--- src/hdl/mdff_pkg.sv ---
// Shared types and constants of the 802.15.4 data frame filter.
package mdff_pkg;

	localparam int unsigned BYTE_W    = 8;
	localparam int unsigned ADDR_W    = 16;
	localparam int unsigned PLEN_W    = 7;
	localparam int unsigned CFG_IDX_W = 1;

	// Longest frame accepted; the length byte is compared against it.
	localparam logic [BYTE_W-1:0] MAX_FRAME_BYTES = 8'd127;
	localparam logic [BYTE_W-1:0] HEADER_BYTES    = 8'd11;

	localparam logic [ADDR_W-1:0] BROADCAST_ADDR = 16'hFFFF;
	localparam logic [ADDR_W-1:0] PAN_ID_RESET   = 16'd13;
	localparam logic [ADDR_W-1:0] NODE_ADDR_RESET = 16'd10000;

	// Frame control checks: data frame, PAN ID compression, short addresses.
	localparam logic [BYTE_W-1:0] FC0_MASK  = 8'h43;
	localparam logic [BYTE_W-1:0] FC0_MATCH = 8'h41;
	localparam logic [BYTE_W-1:0] FC1_MASK  = 8'hCC;
	localparam logic [BYTE_W-1:0] FC1_MATCH = 8'h88;

	// Byte positions inside the frame, counted from 1 after the length byte.
	localparam logic [BYTE_W-1:0] POS_FC0      = 8'd1;
	localparam logic [BYTE_W-1:0] POS_FC1      = 8'd2;
	localparam logic [BYTE_W-1:0] POS_SEQ      = 8'd3;
	localparam logic [BYTE_W-1:0] POS_PAN_LO   = 8'd4;
	localparam logic [BYTE_W-1:0] POS_PAN_HI   = 8'd5;
	localparam logic [BYTE_W-1:0] POS_DST_LO   = 8'd6;
	localparam logic [BYTE_W-1:0] POS_DST_HI   = 8'd7;
	localparam logic [BYTE_W-1:0] POS_SRC_LO   = 8'd8;
	localparam logic [BYTE_W-1:0] POS_SRC_HI   = 8'd9;

	typedef enum logic [CFG_IDX_W-1:0] {
		REG_PAN_ID       = 1'b0,
		REG_NODE_ADDRESS = 1'b1
	} cfg_reg_t;

	typedef enum logic [1:0] {
		KIND_HEADER  = 2'd0,
		KIND_PAYLOAD = 2'd1,
		KIND_REJECT  = 2'd2
	} kind_t;

	typedef enum logic [2:0] {
		WHY_SHORT  = 3'd0,
		WHY_FORMAT = 3'd1,
		WHY_PAN    = 3'd2,
		WHY_ADDR   = 3'd3,
		WHY_LONG   = 3'd4
	} reason_t;

	typedef struct packed {
		kind_t               kind;
		logic [BYTE_W-1:0]   payload_byte;
		logic [ADDR_W-1:0]   source_address;
		logic [ADDR_W-1:0]   dest_address;
		logic [BYTE_W-1:0]   sequence_res;
		logic [PLEN_W-1:0]   payload_length;
		reason_t             reject_reason;
		logic                last;
	} result_t;

endpackage

--- src/hdl/mdff_if.sv ---
// Stream interfaces for received bytes and filter results.
interface mdff_byte_if;
	import mdff_pkg::*;

	logic              valid;
	logic              ready;
	logic [BYTE_W-1:0] rx_byte;
	logic              frame_start;

	modport source (output valid, output rx_byte, output frame_start, input ready);
	modport sink   (input valid, input rx_byte, input frame_start, output ready);
endinterface

interface mdff_result_if;
	import mdff_pkg::*;

	logic              valid;
	logic              ready;
	logic [1:0]        kind;
	logic [BYTE_W-1:0] payload_byte;
	logic [ADDR_W-1:0] source_address;
	logic [ADDR_W-1:0] dest_address;
	logic [BYTE_W-1:0] sequence_res;
	logic [PLEN_W-1:0] payload_length;
	logic [2:0]        reject_reason;
	logic              last;

	modport source (output valid, output kind, output payload_byte, output source_address,
		output dest_address, output sequence_res, output payload_length,
		output reject_reason, output last, input ready);
	modport sink   (input valid, input kind, input payload_byte, input source_address,
		input dest_address, input sequence_res, input payload_length,
		input reject_reason, input last, output ready);
endinterface

--- src/hdl/mac_data_frame_filter_core.sv ---
// Top level of the 802.15.4 receive data frame filter.
// Each result beat is built combinationally and registered in the result buffer.
// Throughput: one byte beat per cycle while skid is free; a two-entry result
//   buffer keeps input flowing for one more result beat while results stall.
// Reset: arst_n clears the buffer, loads pan_id 13 and node_address 10000, and
//   idles the parser until a byte marked frame_start arrives.
module mac_data_frame_filter_core (
	input  logic                          clk,
	input  logic                          arst_n,
	input  logic                          write_enable,
	input  logic [mdff_pkg::CFG_IDX_W-1:0] write_index,
	input  logic [mdff_pkg::ADDR_W-1:0]   write_data,
	mdff_byte_if.sink                     rx,
	mdff_result_if.source                 res
);
	import mdff_pkg::*;

	// Configuration registers
	logic [ADDR_W-1:0] pan_id_q;
	logic [ADDR_W-1:0] node_address_q;

	// Result buffer: main holds the beat on the port, skid catches one more
	result_t main_q, skid_q;
	logic    main_valid_q, skid_valid_q;

	logic    accept;
	logic    new_valid;
	result_t new_res;
	logic    pop;

	// Take a byte whenever the skid entry is free; one slot is always spare then.
	assign rx.ready = !skid_valid_q;
	assign accept   = rx.valid && rx.ready;
	assign pop      = main_valid_q && res.ready;

	always_ff @(posedge clk or negedge arst_n) begin
		if (!arst_n) begin
			pan_id_q       <= PAN_ID_RESET;
			node_address_q <= NODE_ADDR_RESET;
		end else if (write_enable) begin
			unique case (cfg_reg_t'(write_index))
				REG_PAN_ID:       pan_id_q       <= write_data;
				REG_NODE_ADDRESS: node_address_q <= write_data;
				default:          ;
			endcase
		end
	end

	// Parse the byte stream and build at most one result per byte
	mdff_parser u_parser (
		.clk          (clk),
		.arst_n       (arst_n),
		.accept       (accept),
		.rx_byte      (rx.rx_byte),
		.frame_start  (rx.frame_start),
		.pan_id       (pan_id_q),
		.node_address (node_address_q),
		.res_valid    (new_valid),
		.res          (new_res)
	);

	// Buffer control: advance skid into main on pop, else fill the free slot
	always_ff @(posedge clk or negedge arst_n) begin
		if (!arst_n) begin
			main_valid_q <= 1'b0;
			skid_valid_q <= 1'b0;
		end else if (skid_valid_q) begin
			if (pop)
				skid_valid_q <= 1'b0;
		end else if (accept && new_valid) begin
			if (main_valid_q && !pop)
				skid_valid_q <= 1'b1;
			else
				main_valid_q <= 1'b1;
		end else if (pop) begin
			main_valid_q <= 1'b0;
		end
	end

	// Payload of the buffer carries no reset
	always_ff @(posedge clk) begin
		if (skid_valid_q) begin
			if (pop)
				main_q <= skid_q;
		end else if (accept && new_valid) begin
			if (main_valid_q && !pop)
				skid_q <= new_res;
			else
				main_q <= new_res;
		end
	end

	// Drive the result beat
	assign res.valid          = main_valid_q;
	assign res.kind           = main_q.kind;
	assign res.payload_byte   = main_q.payload_byte;
	assign res.source_address = main_q.source_address;
	assign res.dest_address   = main_q.dest_address;
	assign res.sequence_res   = main_q.sequence_res;
	assign res.payload_length = main_q.payload_length;
	assign res.reject_reason  = main_q.reject_reason;
	assign res.last           = main_q.last;

endmodule

--- src/hdl/mdff_parser.sv ---
// Frame parser: byte position tracking, header checks and result building.
module mdff_parser (
	input  logic                      clk,
	input  logic                      arst_n,
	input  logic                      accept,
	input  logic [mdff_pkg::BYTE_W-1:0] rx_byte,
	input  logic                      frame_start,
	input  logic [mdff_pkg::ADDR_W-1:0] pan_id,
	input  logic [mdff_pkg::ADDR_W-1:0] node_address,
	output logic                      res_valid,
	output mdff_pkg::result_t         res
);
	import mdff_pkg::*;

	logic [BYTE_W-1:0] byte_position_q, byte_position_d;
	logic [BYTE_W-1:0] frame_length_q, frame_length_d;
	logic [BYTE_W-1:0] sequence_held_q, sequence_held_d;
	logic [BYTE_W-1:0] low_byte_held_q, low_byte_held_d;
	logic [ADDR_W-1:0] dest_held_q, dest_held_d;
	logic              discarding_q, discarding_d;

	logic [BYTE_W-1:0] pos;
	logic [ADDR_W-1:0] word;
	logic [BYTE_W:0]   pos_plus2;
	logic [BYTE_W:0]   len_ext;

	assign pos       = byte_position_q + 8'd1;
	assign word      = {rx_byte, low_byte_held_q};
	assign pos_plus2 = {1'b0, pos} + 9'd2;
	assign len_ext   = {1'b0, frame_length_q};

	always_comb begin
		byte_position_d = byte_position_q;
		frame_length_d  = frame_length_q;
		sequence_held_d = sequence_held_q;
		low_byte_held_d = low_byte_held_q;
		dest_held_d     = dest_held_q;
		discarding_d    = discarding_q;
		res_valid       = 1'b0;
		res             = '0;

		if (accept) begin
			if (frame_start) begin
				// A length byte always restarts, abandoning any frame in flight.
				byte_position_d = '0;
				frame_length_d  = rx_byte;
				discarding_d    = 1'b0;
				if (rx_byte < HEADER_BYTES) begin
					res_valid         = 1'b1;
					res.kind          = KIND_REJECT;
					res.reject_reason = WHY_SHORT;
					res.last          = 1'b1;
					discarding_d      = 1'b1;
				end else if (rx_byte > MAX_FRAME_BYTES) begin
					res_valid         = 1'b1;
					res.kind          = KIND_REJECT;
					res.reject_reason = WHY_LONG;
					res.last          = 1'b1;
					discarding_d      = 1'b1;
				end
			end else if (!discarding_q) begin
				byte_position_d = pos;
				if (pos >= frame_length_q)
					discarding_d = 1'b1;

				unique case (pos) inside
					POS_FC0: begin
						if ((rx_byte & FC0_MASK) != FC0_MATCH) begin
							res_valid         = 1'b1;
							res.kind          = KIND_REJECT;
							res.reject_reason = WHY_FORMAT;
							res.last          = 1'b1;
							discarding_d      = 1'b1;
						end
					end
					POS_FC1: begin
						if ((rx_byte & FC1_MASK) != FC1_MATCH) begin
							res_valid         = 1'b1;
							res.kind          = KIND_REJECT;
							res.reject_reason = WHY_FORMAT;
							res.last          = 1'b1;
							discarding_d      = 1'b1;
						end
					end
					POS_SEQ: begin
						sequence_held_d = rx_byte;
					end
					POS_PAN_LO, POS_DST_LO, POS_SRC_LO: begin
						low_byte_held_d = rx_byte;
					end
					POS_PAN_HI: begin
						if (word != pan_id) begin
							res_valid         = 1'b1;
							res.kind          = KIND_REJECT;
							res.reject_reason = WHY_PAN;
							res.last          = 1'b1;
							discarding_d      = 1'b1;
						end
					end
					POS_DST_HI: begin
						if (word != node_address && word != BROADCAST_ADDR) begin
							res_valid         = 1'b1;
							res.kind          = KIND_REJECT;
							res.reject_reason = WHY_ADDR;
							res.last          = 1'b1;
							discarding_d      = 1'b1;
						end else begin
							dest_held_d = word;
						end
					end
					POS_SRC_HI: begin
						res_valid          = 1'b1;
						res.kind           = KIND_HEADER;
						res.source_address = word;
						res.dest_address   = dest_held_q;
						res.sequence_res   = sequence_held_q;
						res.payload_length = PLEN_W'(frame_length_q - HEADER_BYTES);
						res.last           = (frame_length_q == HEADER_BYTES);
					end
					default: begin
						// Payload runs up to two bytes before the end; drop the FCS.
						if (pos_plus2 <= len_ext) begin
							res_valid        = 1'b1;
							res.kind         = KIND_PAYLOAD;
							res.payload_byte = rx_byte;
							res.last         = (pos_plus2 == len_ext);
						end
					end
				endcase
			end
		end
	end

	always_ff @(posedge clk or negedge arst_n) begin
		if (!arst_n) begin
			byte_position_q <= '0;
			frame_length_q  <= '0;
			sequence_held_q <= '0;
			low_byte_held_q <= '0;
			dest_held_q     <= '0;
			discarding_q    <= 1'b1;
		end else begin
			byte_position_q <= byte_position_d;
			frame_length_q  <= frame_length_d;
			sequence_held_q <= sequence_held_d;
			low_byte_held_q <= low_byte_held_d;
			dest_held_q     <= dest_held_d;
			discarding_q    <= discarding_d;
		end
	end

endmodule
--- src/flat_wrapper.sv ---
// flat-port wrapper written by rule: the top's interface ports become plain ports
module mac_data_frame_filter_core_flat import mdff_pkg::*;
  (clk, arst_n, write_enable, write_index, write_data, rx_valid, rx_rx_byte, rx_frame_start, rx_ready, res_valid, res_kind, res_payload_byte, res_source_address, res_dest_address, res_sequence_res, res_payload_length, res_reject_reason, res_last, res_ready);
  mdff_byte_if rx_i ();
  mdff_result_if res_i ();
  input  logic clk;
  input  logic arst_n;
  input  logic write_enable;
  input  logic [mdff_pkg::CFG_IDX_W-1:0] write_index;
  input  logic [mdff_pkg::ADDR_W-1:0] write_data;
  input wire logic [$bits(rx_i.valid)-1:0] rx_valid;
  input wire logic [$bits(rx_i.rx_byte)-1:0] rx_rx_byte;
  input wire logic [$bits(rx_i.frame_start)-1:0] rx_frame_start;
  output wire logic [$bits(rx_i.ready)-1:0] rx_ready;
  output wire logic [$bits(res_i.valid)-1:0] res_valid;
  output wire logic [$bits(res_i.kind)-1:0] res_kind;
  output wire logic [$bits(res_i.payload_byte)-1:0] res_payload_byte;
  output wire logic [$bits(res_i.source_address)-1:0] res_source_address;
  output wire logic [$bits(res_i.dest_address)-1:0] res_dest_address;
  output wire logic [$bits(res_i.sequence_res)-1:0] res_sequence_res;
  output wire logic [$bits(res_i.payload_length)-1:0] res_payload_length;
  output wire logic [$bits(res_i.reject_reason)-1:0] res_reject_reason;
  output wire logic [$bits(res_i.last)-1:0] res_last;
  input wire logic [$bits(res_i.ready)-1:0] res_ready;
  assign rx_i.valid = rx_valid;
  assign rx_i.rx_byte = rx_rx_byte;
  assign rx_i.frame_start = rx_frame_start;
  assign rx_ready = rx_i.ready;
  assign res_valid = res_i.valid;
  assign res_kind = res_i.kind;
  assign res_payload_byte = res_i.payload_byte;
  assign res_source_address = res_i.source_address;
  assign res_dest_address = res_i.dest_address;
  assign res_sequence_res = res_i.sequence_res;
  assign res_payload_length = res_i.payload_length;
  assign res_reject_reason = res_i.reject_reason;
  assign res_last = res_i.last;
  assign res_i.ready = res_ready;
  mac_data_frame_filter_core u_core (.clk(clk), .arst_n(arst_n), .write_enable(write_enable), .write_index(write_index), .write_data(write_data), .rx(rx_i), .res(res_i));
endmodule
--- config.mk ---
export PLATFORM = sky130hd
export DESIGN_NAME = mac_data_frame_filter_core_flat
export DESIGN_NICKNAME = d
export VERILOG_FILES = /design/src/hdl/mdff_pkg.sv /design/src/hdl/mdff_if.sv /design/src/hdl/mac_data_frame_filter_core.sv /design/src/hdl/mdff_parser.sv /design/src/flat_wrapper.sv
export SDC_FILE = /design/constraint.sdc
export NUM_CORES = 1
export LEC_CHECK = 0
export ABC_CLOCK_PERIOD_IN_PS = 16100
export BUFFER_PORTS_ARGS = -buffer_cell sky130_fd_sc_hd__buf_4
export CORE_MARGIN = 10
export CORE_UTILIZATION = 46
export DETAILED_ROUTE_END_ITERATION = 16
export GPL_TIMING_DRIVEN = 0
export PLACE_DENSITY = 0.68
export SLEW_MARGIN = 20
export SYNTH_ARGS = -nofsm -noshare
export SYNTH_HDL_FRONTEND = slang
export SYNTH_SLANG_ARGS = --single-unit
--- constraint.sdc ---
create_clock -name clk -period 16.1 [get_ports clk]
set_input_delay 2.415 -clock clk [delete_from_list [all_inputs] [get_ports clk]]
set_output_delay 2.415 -clock clk [all_outputs]
set_load 0.02 [all_outputs]
Word level (Yosys, flattened, before mapping)
Cells that the tools add are included.
Word-level totals
  bits in registers: 205
  bits of input ports: 31
  output and inout port bits: 63
Operators by class
  add/subtract/negate cells: 3
  equality and inequality tests: 20
  multiplexer cells: 56
  reduce and logical (&&, ||, !) cells: 23
  bitwise operators: 5
  magnitude comparators: 4
Operators with widths (count)
  61-bit 2-to-1 mux: 6
  55-bit 2-to-1 mux: 1
  47-bit 2-to-1 mux: 1
  8-bit by 3-bit equality test with 1-bit output, second input constant: 4
  16-bit inequality test: 2
  1-bit 2-to-1 mux: 25
  8-bit by 4-bit equality test with 1-bit output, second input constant: 3
  8-bit 2-to-1 mux: 3
  2-bit 2-to-1 mux: 9
  8-bit by 2-bit equality test with 1-bit output, second input constant: 2
  16-bit inequality test, second input constant: 1
  4-bit 2-to-1 mux: 3
  1-bit one-hot mux with 6 select lines: 2
  3-bit one-hot mux with 4 select lines: 1
  2-bit one-hot mux with 5 select lines: 1
  8-bit by 2-bit adder with 9-bit output, second input constant: 1
  9-bit by 8-bit equality test with 1-bit output: 1
  9-bit by 8-bit <= comparator with 1-bit output: 1
  9-bit 2-to-1 mux: 1
  3-bit AND reduction: 3
  9-bit OR reduction: 1
  8-bit by 1-bit adder with 8-bit output, second input constant: 1
  8-bit by 1-bit equality test with 1-bit output, second input constant: 1
  8-bit >= comparator: 1
  other kinds (19): 36

Logic depth before layout (Yosys ltp)
Gate-level depths: netlist of the first run.
  depth after elaboration: 11
  gate-level depth with buffers: 15

Hierarchy
A second synthesis of the first run with hierarchy kept.
Second synthesis, totals
  cells, all modules: 679
  area, all modules: 9625.5 um^2
By module, submodules not included
  mac_data_frame_filter_core: seq. area each 4524.3 um^2, cells an instance 271, area an instance 5776.8 um^2, instances 1
  mdff_parser: seq. area each 1227.4 um^2, cells an instance 408, area an instance 3848.7 um^2, instances 1

Least setup slack after synthesis of the first run
Ideal clock, no wire load.
  kind: in2reg
  start: in rx_rx_byte[0]
  end: reg u_core.skid_q[0] (netlist bit) (enable)
  path buffers: 1
  data required time: 15584 ps
  arrival time: 6688 ps
  stages: 7
  setup slack: 8896 ps
  cells stage by stage: clkbuf_1 xor2_1 nor4_1 nand4_1 and3_1 o311ai_1 a31oi_1
Between the ends
  word-level cells in the longest chain between the ends: 9
  elaborated cells between the ends (all ways): 18
  those cells by class: order compare: 2; eq/ne: 4; mux: 9; reduce/logical: 3
Ends and longest elaborated chain
  start: declaration: line flat_wrapper.sv:12  | input wire logic [$bits(rx_i.rx_byte)-1:0] rx_rx_byte;
  16-bit inequality test: line mdff_parser.sv:101  | if (word != node_address && word != BROADCAST_ADDR) begin
  1-bit logical AND: line mdff_parser.sv:101
  1-bit 2-to-1 mux: line mdff_parser.sv:101
  1-bit one-hot mux with 6 select lines: line mdff_parser.sv:66  | unique case (pos) inside
  1-bit 2-to-1 mux: line mdff_parser.sv:61  | end else if (!discarding_q) begin
  1-bit 2-to-1 mux *: line mdff_parser.sv:43  | if (frame_start) begin
  1-bit 2-to-1 mux *: line mdff_parser.sv:42  | if (accept) begin
  1-bit logical AND *: line mac_data_frame_filter_core.sv:85  | end else if (accept && new_valid) begin
  3-bit AND reduction (no line) *
  end signal: assignment: line mac_data_frame_filter_core.sv:87  | skid_q <= new_res;
  end: declaration: line mac_data_frame_filter_core.sv:23  | result_t main_q, skid_q;
Every way passes the cells marked *; elsewhere a longest branch is shown, timed or not.
A chain may end at the register's enable or synchronous reset.

Final worst setup path of the first run
  start: in rx_rx_byte[4]
  end: reg u_core.main_q, in the netlist u_core.res.source_address[0] (enable)
Between the ends
  word-level cells in the longest chain between the ends: 10
  elaborated cells between the ends (all ways): 17
  those cells by class: order compare: 2; eq/ne: 3; mux: 8; reduce/logical: 4
Ends and longest elaborated chain
  16-bit inequality test: line mdff_parser.sv:101
  1-bit logical AND: line mdff_parser.sv:101
  1-bit 2-to-1 mux: line mdff_parser.sv:101
  1-bit one-hot mux with 6 select lines: line mdff_parser.sv:66
  1-bit 2-to-1 mux: line mdff_parser.sv:61
  1-bit 2-to-1 mux *: line mdff_parser.sv:43
  1-bit 2-to-1 mux *: line mdff_parser.sv:42
  1-bit logical AND *: line mac_data_frame_filter_core.sv:85
  2-bit nonzero test (no line) *
  3-bit AND reduction (no line) *
  end signal: assignment: line mac_data_frame_filter_core.sv:84  | main_q <= skid_q;
  end signal: assignment: line mac_data_frame_filter_core.sv:89  | main_q <= new_res;
  end: declaration: line mac_data_frame_filter_core.sv:23
Marks and branches as above.

==> run metrics, run 1 <==
status complete, no violations; Worst path slowest cell o311ai_1; PortBufs 92; Crit. Startpoint rx_rx_byte[4]; Synth area leader edfxtp_1; Die X 162.7 um; first-pass GRT wire length 33330 um; RR Startpoint u_core.u_parser.byte_position_q[0]$_DFFE_PN0P_; synthesized cell area 9364 um2; Commonest cells post-synth 122 x edfxtp_1, 74 x dfrtp_1, 62 x mux2_2; ys flop type edfxtp_1; Final Cycle Share 35.87%; top cell type's share of synthesized area 39.12%; crit-path cells buf_4, clkbuf_1, nand4_1, nor4_1, nand3b_1, o21ai_0, o311ai_1, a41oi_4, buf_16, buf_16; row count 52; Area contributors post-synth edfxtp_1 39%, dfrtp_1 20%, mux2_2 7.5%; VDD IR-drop max 0.00006052 V; Critical Path Max Stage Delay 0.87 ns; cell mode on critical path buf_16; Worst Setup End Kind flop; final hold vios 0; DP Area 10540 um2; Yosys reg bits 205; Syn Inst Count 686; Fmax 0.1731 GHz; core area 20100 um2; clk sink count 205; CTS clk-pin slew, worst paths 0.06 ns; clock skew 0.008740 ns; Cells after DPL 1052; CP delay by family, top compound AO/OA/AOI/OAI gates; Hold-fix buffers, CTS 0; Post-DRT Antenna Nets 0; total gr overflow 0; 1st-iter DRT viols 348; IO Count 94; Hold Crit Start u_core.u_parser.dest_held_q[9]$_DFFE_PN0P_; Resized Gates After CTS 0; WL final 20930 um; Synth Warn # 0; leakage power 4.991 nW; vias 5905; Total Die Area 26460 um2; min Tclk post-route 5.776 ns; setup TNS 0 ns; Post-route DRC 0; Max Slew Vio Count 0; Mapped Nets 739; Critical Path AT 6.01 ns; filler cell count 1673; Final #Nets 858; DR pass1 iterations 5; vias in the first global route 6149; Slew headroom 26.53%; Buf/Inv on CP 4; hold depth 1; # Post-CTS Setup Buffers 0; Setup Viol. Count Final 0; initial antenna violation count 0; Seq pwr share 46.5%; max_cap viols 0; Finished Cell Area 11220 um2; die height 162.7 um; Total GRT Usage 15.44%; FF+latch area 5752 um2; post-DR vias/cell 5.422; Clock Path Buffers 3; Hold Path End u_core.u_parser.dest_held_q[9]$_DFFE_PN0P_; worst slew pin tran 1.090 ns; PD cells 125.0 nW/um2; Critical R2R Capture u_core.res.source_address[0]$_DFFE_PP_; EDFF count, synth 122; Int Power 1.018 mW; # H-tree levels 1; gpl congestion 0.8253; part of the Yosys area used for sequential elements 61.42%; Max FO, Critical Path 24; Netlist cell types 58; Clk pwr share 34.0%; worst endpoint required time 16.33 ns; Pwr Total 1.403 mW; multi-input logic area 3413 um2; Starting Density 46.58%; fin cells 1089; detailed placer's ending HPWL 15360 um; Diodes inserted 0; Net Switching 0.3850 mW; wire per inst 19.21 um; ys async rst share 40.49%; CTS Buf Count 21; Min Hold Slack 0.4797 ns; clock root buffer clkbuf_16; FF-to-FF setup slack 11.24 ns; count leader, synth edfxtp_1; R2R cell count 14; Setup CP Type input port to flop; worst min-delay path class flop to flop; Gate power share 19.6%; CTS tree built; unrepaired setup endpoints after global routing false; largest net degree at the start of global routing 84; layout cells sized above 1 26.98%; Layout area overhead 19.83%; Worst Setup Start Kind input port; syn avg cell area 13.65 um2; Sw Ratio 27.44%; clock latency on the worst-skew pair 0.49 ns
[area by class of cell]
class	count	area share (%)
multi-input combinational	428	30.42
inverter	18	0.6021
tap	270	3.011
timing repair buffer	96	7.170
clock buffer	26	5.029
clock inverter	11	1.037
sequential	205	51.26
buffer	35	1.472
[layout by cell type, fill, tap and decap left out, types with 5 or more instances in the layout]
cell type / instances
edfxtp_1: 122
buf_4: 92
dfrtp_1: 74
mux2_2: 62
and2_1: 54
a21o_1: 53
xnor2_1: 28
clkbuf_1: 28
nand2_1: 26
o21ai_0: 22
ha_1: 22
clkbuf_16: 21
xor2_1: 20
inv_1: 18
nand4_1: 15
nor2_1: 13
a21oi_1: 10
a22o_1: 9
mux2_1: 9
dfstp_2: 9
nand3_1: 8
nor4_1: 7
buf_2: 6
and3_1: 6
o31ai_1: 6
nor2b_1: 5
[logic make-up after synthesis]
logic type	Yosys count	share of synthesized area, %
buffers and inverters	53	2.485
adder cells (fa/ha/maj)	22	2.940
flip-flops	205	61.42
XOR/XNOR	49	4.663
AND/OR/NAND/NOR	156	9.714
multiplexers	72	8.645
AO/OA/AOI/OAI	129	10.13
[power by group through the flow]
stage / registers [mW] / logic (mW) / clock network (mW)
after floorplan: 0.688 / 0.143 / 0
after CTS: 0.652 / 0.277 / 0.486
after detailed placement: 0.662 / 0.276 / 0
final: 0.652 / 0.275 / 0.477
after global routing: 0.657 / 0.300 / 0.506
after global placement: 0.666 / 0.259 / 0
[worst max-delay path by stage]
stage,endpoint,slack (ns),cells past startpoint
after CTS,u_core.res.source_address[0]$_DFFE_PP_,10.34,10
after global placement,u_core.skid_q[35]$_DFFE_PP_,6.83,8
after detailed placement,u_core.res.source_address[0]$_DFFE_PP_,9.88,10
final,u_core.res.source_address[0]$_DFFE_PP_,10.32,10
after floorplan,u_core.skid_q[0]$_DFFE_PP_,8.90,7
after global routing,u_core.res.source_address[0]$_DFFE_PP_,10.13,10
[worst reg2reg max path, stage by stage, from the launching register on]
cell       delay, ns
dfrtp_1         0.45
ha_1            0.22
buf_2           0.18
xnor2_1         0.30
inv_1           0.24
ha_1            0.31
xor2_1          0.18
ha_1            0.24
a2111oi_0       0.44
a21oi_1         0.13
o22ai_1         0.30
nand4b_1        0.39
a41oi_4         0.73
buf_16          0.26
buf_16          0.19
[through the flow]
stage | util [%] | setup WS [ns]
final | 55.81 | 10.32
after CTS | 55.79 | 10.34
after detailed placement | 52.41 | 9.879
after global placement | 51.69 | 6.835
after floorplan | - | 8.896
after global routing | 55.81 | 10.13
[flip-flops by register name, summed over array words and instances (netlist names)]
name / cells
u_core.u_parser.frame_length_q: 8
u_core.u_parser.sequence_held_q: 8
u_core.u_parser.discarding_q: 1
u_core.res.dest_address: 16
u_core.u_parser.byte_position_q: 8
u_core.res.reject_reason: 3
u_core.res.valid: 1
u_core.u_parser.low_byte_held_q: 8
u_core.res.last: 1
u_core.pan_id_q: 16
u_core.skid_q: 61
u_core.node_address_q: 16
u_core.res.payload_byte: 8
u_core.skid_valid_q: 1
u_core.u_parser.dest_held_q: 16
u_core.res.payload_length: 7
u_core.res.source_address: 16
u_core.res.kind: 2
u_core.res.sequence_res: 8
[per-layer routing]
metal	vias to the layer above	part of all wire [%]	track usage [%]
met5	-	0	0
met4	0	1.7	3.811
met2	143	50	26.12
met3	28	5.0	2.730
li1	2780	-	-
met1	2954	44	20.17
Power figures use the tool's default switching activity.
==> inputs of run 2 (changes only) <==
- ABC_CLOCK_PERIOD_IN_PS: 16100 -> 5150
- PLACE_DENSITY: 0.68 -> 0.7
- clock period: 16.1 -> 5.15 ns (I/O delays scaled with it)
==> run 2 against run 1 <==
  * Critical path type is now flop to flop
  * Largest power group unchanged
  * Combinational power grew to 3.1 times the previous value
  * Register-to-register slack worse by 11 ns
  * Critical path depth is 4 higher
  * Sequential share of layout area fell by 0.45 points
  * First-iteration DRC count down 2.9%
  * Flip-flop and latch count stayed put
  * Die area is the same
  * Routed wire length is 1.5% higher
  * Sequential power grew to 3.1 times the previous value
==> run metrics, run 2 (same netlist as run 1, synthesis figures left out) <==
crit-path cells ha_1, buf_2, xnor2_1, inv_1, ha_1, xor2_1, ha_1, a2111oi_0, a21oi_1, o22ai_1, nand4b_1, a41oi_4, buf_16, buf_16 (was buf_4, clkbuf_1, nand4_1, nor4_1, nand3b_1, o21ai_0, o311ai_1, a41oi_4, buf_16, buf_16); Max FO, Critical Path 24 (unchanged); CTS Buf Count 22 (was 21); final hold vios 0 (unchanged); clk sink count 205 (unchanged); DR pass1 iterations 5 (unchanged); layout cells sized above 1 27.25% (was 26.98%); commonest non-fill, non-tap cell in the layout edfxtp_1 (unchanged); worst endpoint required time 5.36 ns (was 16.33 ns); vias in the first global route 6310 (was 6149); Die X 162.7 um (unchanged); CTS tree built (unchanged); die height 162.7 um (unchanged); PortBufs 92 (unchanged); Worst Setup End Kind flop (unchanged); Worst Setup Start Kind flop (was input port); Diodes inserted 0 (unchanged); clock root buffer clkbuf_16 (unchanged); # Post-CTS Setup Buffers 0 (unchanged); leakage power 5.048 nW (was 4.991 nW); gpl congestion 0.8627 (was 0.8253); Max Slew Vio Count 0 (unchanged); Final Cycle Share 92.66%; worst min-delay path class input port to asynchronous set/reset pin (was flop to flop); max reg flops 61 (unchanged); Hold-fix buffers, CTS 0 (unchanged); WL final 21230 um (was 20930 um); Post-route DRC 0 (unchanged); # H-tree levels 1 (unchanged); Setup Viol. Count Final 0 (unchanged); vias 5920 (was 5905); unrepaired setup endpoints after global routing false (unchanged); Starting Density 46.58% (unchanged); Total Die Area 26460 um2 (unchanged); detailed placer's ending HPWL 15270 um (was 15360 um); worst setup margin 0.3780 ns (was 10.32 ns); row count 52 (unchanged); core area 20100 um2 (unchanged); Layout area overhead 20.90% (was 19.83%); post-DR vias/cell 5.421 (was 5.422); Resized Gates After CTS 0 (unchanged); first-pass GRT wire length 33910 um (was 33330 um); IO Count 94 (unchanged); Cells after DPL 1052 (unchanged); min Tclk post-route 4.772 ns; max_cap viols 0 (unchanged); Setup Slack @ Placement 0.4062 ns (was 9.879 ns); Fmax 0.2096 GHz; Total GRT Usage 15.74% (was 15.44%); Largest Register u_core.skid_q (unchanged); total gr overflow 0 (unchanged); 1st-iter DRT viols 338 (was 348); Critical Path AT 4.98 ns (was 6.01 ns); fin cells 1092 (was 1089); CP delay by family, top compound AO/OA/AOI/OAI gates (unchanged); CTS clk-pin slew, worst paths 0.06 ns (about the same); worst slew pin tran 1.061 ns (was 1.090 ns); Slew headroom 28.15% (was 26.53%); PD cells 403.5 nW/um2 (was 125.0 nW/um2); clock skew 0.01629 ns (was 0.008740 ns); most frequent cells in the layout 122 x edfxtp_1, 92 x buf_4, 74 x dfrtp_1 (unchanged); cell mode on critical path ha_1 (was buf_16); Critical Path Max Stage Delay 0.74 ns (was 0.87 ns); VDD IR-drop max 0.0001785 V (was 0.00006052 V); Post-DRT Antenna Nets 0 (unchanged); Buf/Inv on CP 4 (unchanged); Final #Nets 859 (was 858); Pwr Total 4.568 mW (was 1.403 mW); largest net degree at the start of global routing 84 (unchanged); initial antenna violation count 0 (unchanged); Worst path slowest cell a41oi_4 (was o311ai_1); Setup CP Type flop to flop (was input port to flop); status complete, no violations (unchanged); wire per inst 19.44 um (was 19.21 um); filler cell count 1635 (was 1673); Clock Path Buffers 3 (unchanged); clock latency on the worst-skew pair 0.51 ns (was 0.49 ns)
## run 2: power breakdown
part	leakage, nW	switching (mW)	internal [mW]
registers	2.24	0.0945	1.94
clock network	0.385	0.638	1.04
logic	2.43	0.502	0.358
total	5.05	1.23	3.33
## run 2: metal layers
layer / part of all wire (%) / track usage (%)
met5: 0 / 0
met4: 2.1 / 4.549
met3: 5.8 / 3.337
met2: 49 / 26.34
met1: 43 / 20.20
## run 2: area by class of cell
class                   count  area [um2]  share of cell area, %
plain buffers              35       165.2                  1.459
clock buffers              29       606.8                  5.360
clock inverters            11       173.9                  1.536
inverters                  18       67.56                 0.5968
multi-input cells         428        3413                  30.15
flip-flops and latches    205        5752                  50.81
well taps                 270       337.8                  2.984
repair buffers             96       804.5                  7.107
## run 2: path summary, 6_finish.rpt
path | start | endpoint | slack [ns] | cells after the start
max in group asynchronous | arst_n | u_core.u_parser.byte_position_q[6]$_DFFE_PN0P_ | 4.27 | 1
setup / recovery | u_core.u_parser.byte_position_q[0]$_DFFE_PN0P_ | u_core.res.source_address[1]$_DFFE_PP_ | 0.38 | 14
hold reg to reg | u_core.u_parser.dest_held_q[9]$_DFFE_PN0P_ | u_core.u_parser.dest_held_q[9]$_DFFE_PN0P_ | 0.48 | 1
min in group clk | u_core.u_parser.dest_held_q[9]$_DFFE_PN0P_ | u_core.u_parser.dest_held_q[9]$_DFFE_PN0P_ | 0.48 | 1
setup reg to reg | u_core.u_parser.byte_position_q[0]$_DFFE_PN0P_ | u_core.res.source_address[1]$_DFFE_PP_ | 0.38 | 14
hold / removal | arst_n | u_core.res.valid$_DFFE_PN0P_ | 0.29 | 1
## run 2: stage by stage
stage	utilization [%]	hold WS [ns]	instance area (um2)	setup TNS, ns
after global placement	51.76	0.4594	10410	-122.60
after detailed placement	52.41	0.4665	10540	0
final	56.31	0.2853	11320	0
after CTS	56.29	0.4797	11320	0
after global routing	56.31	0.3639	11320	0
after floorplan	-	0.4489	9378	0
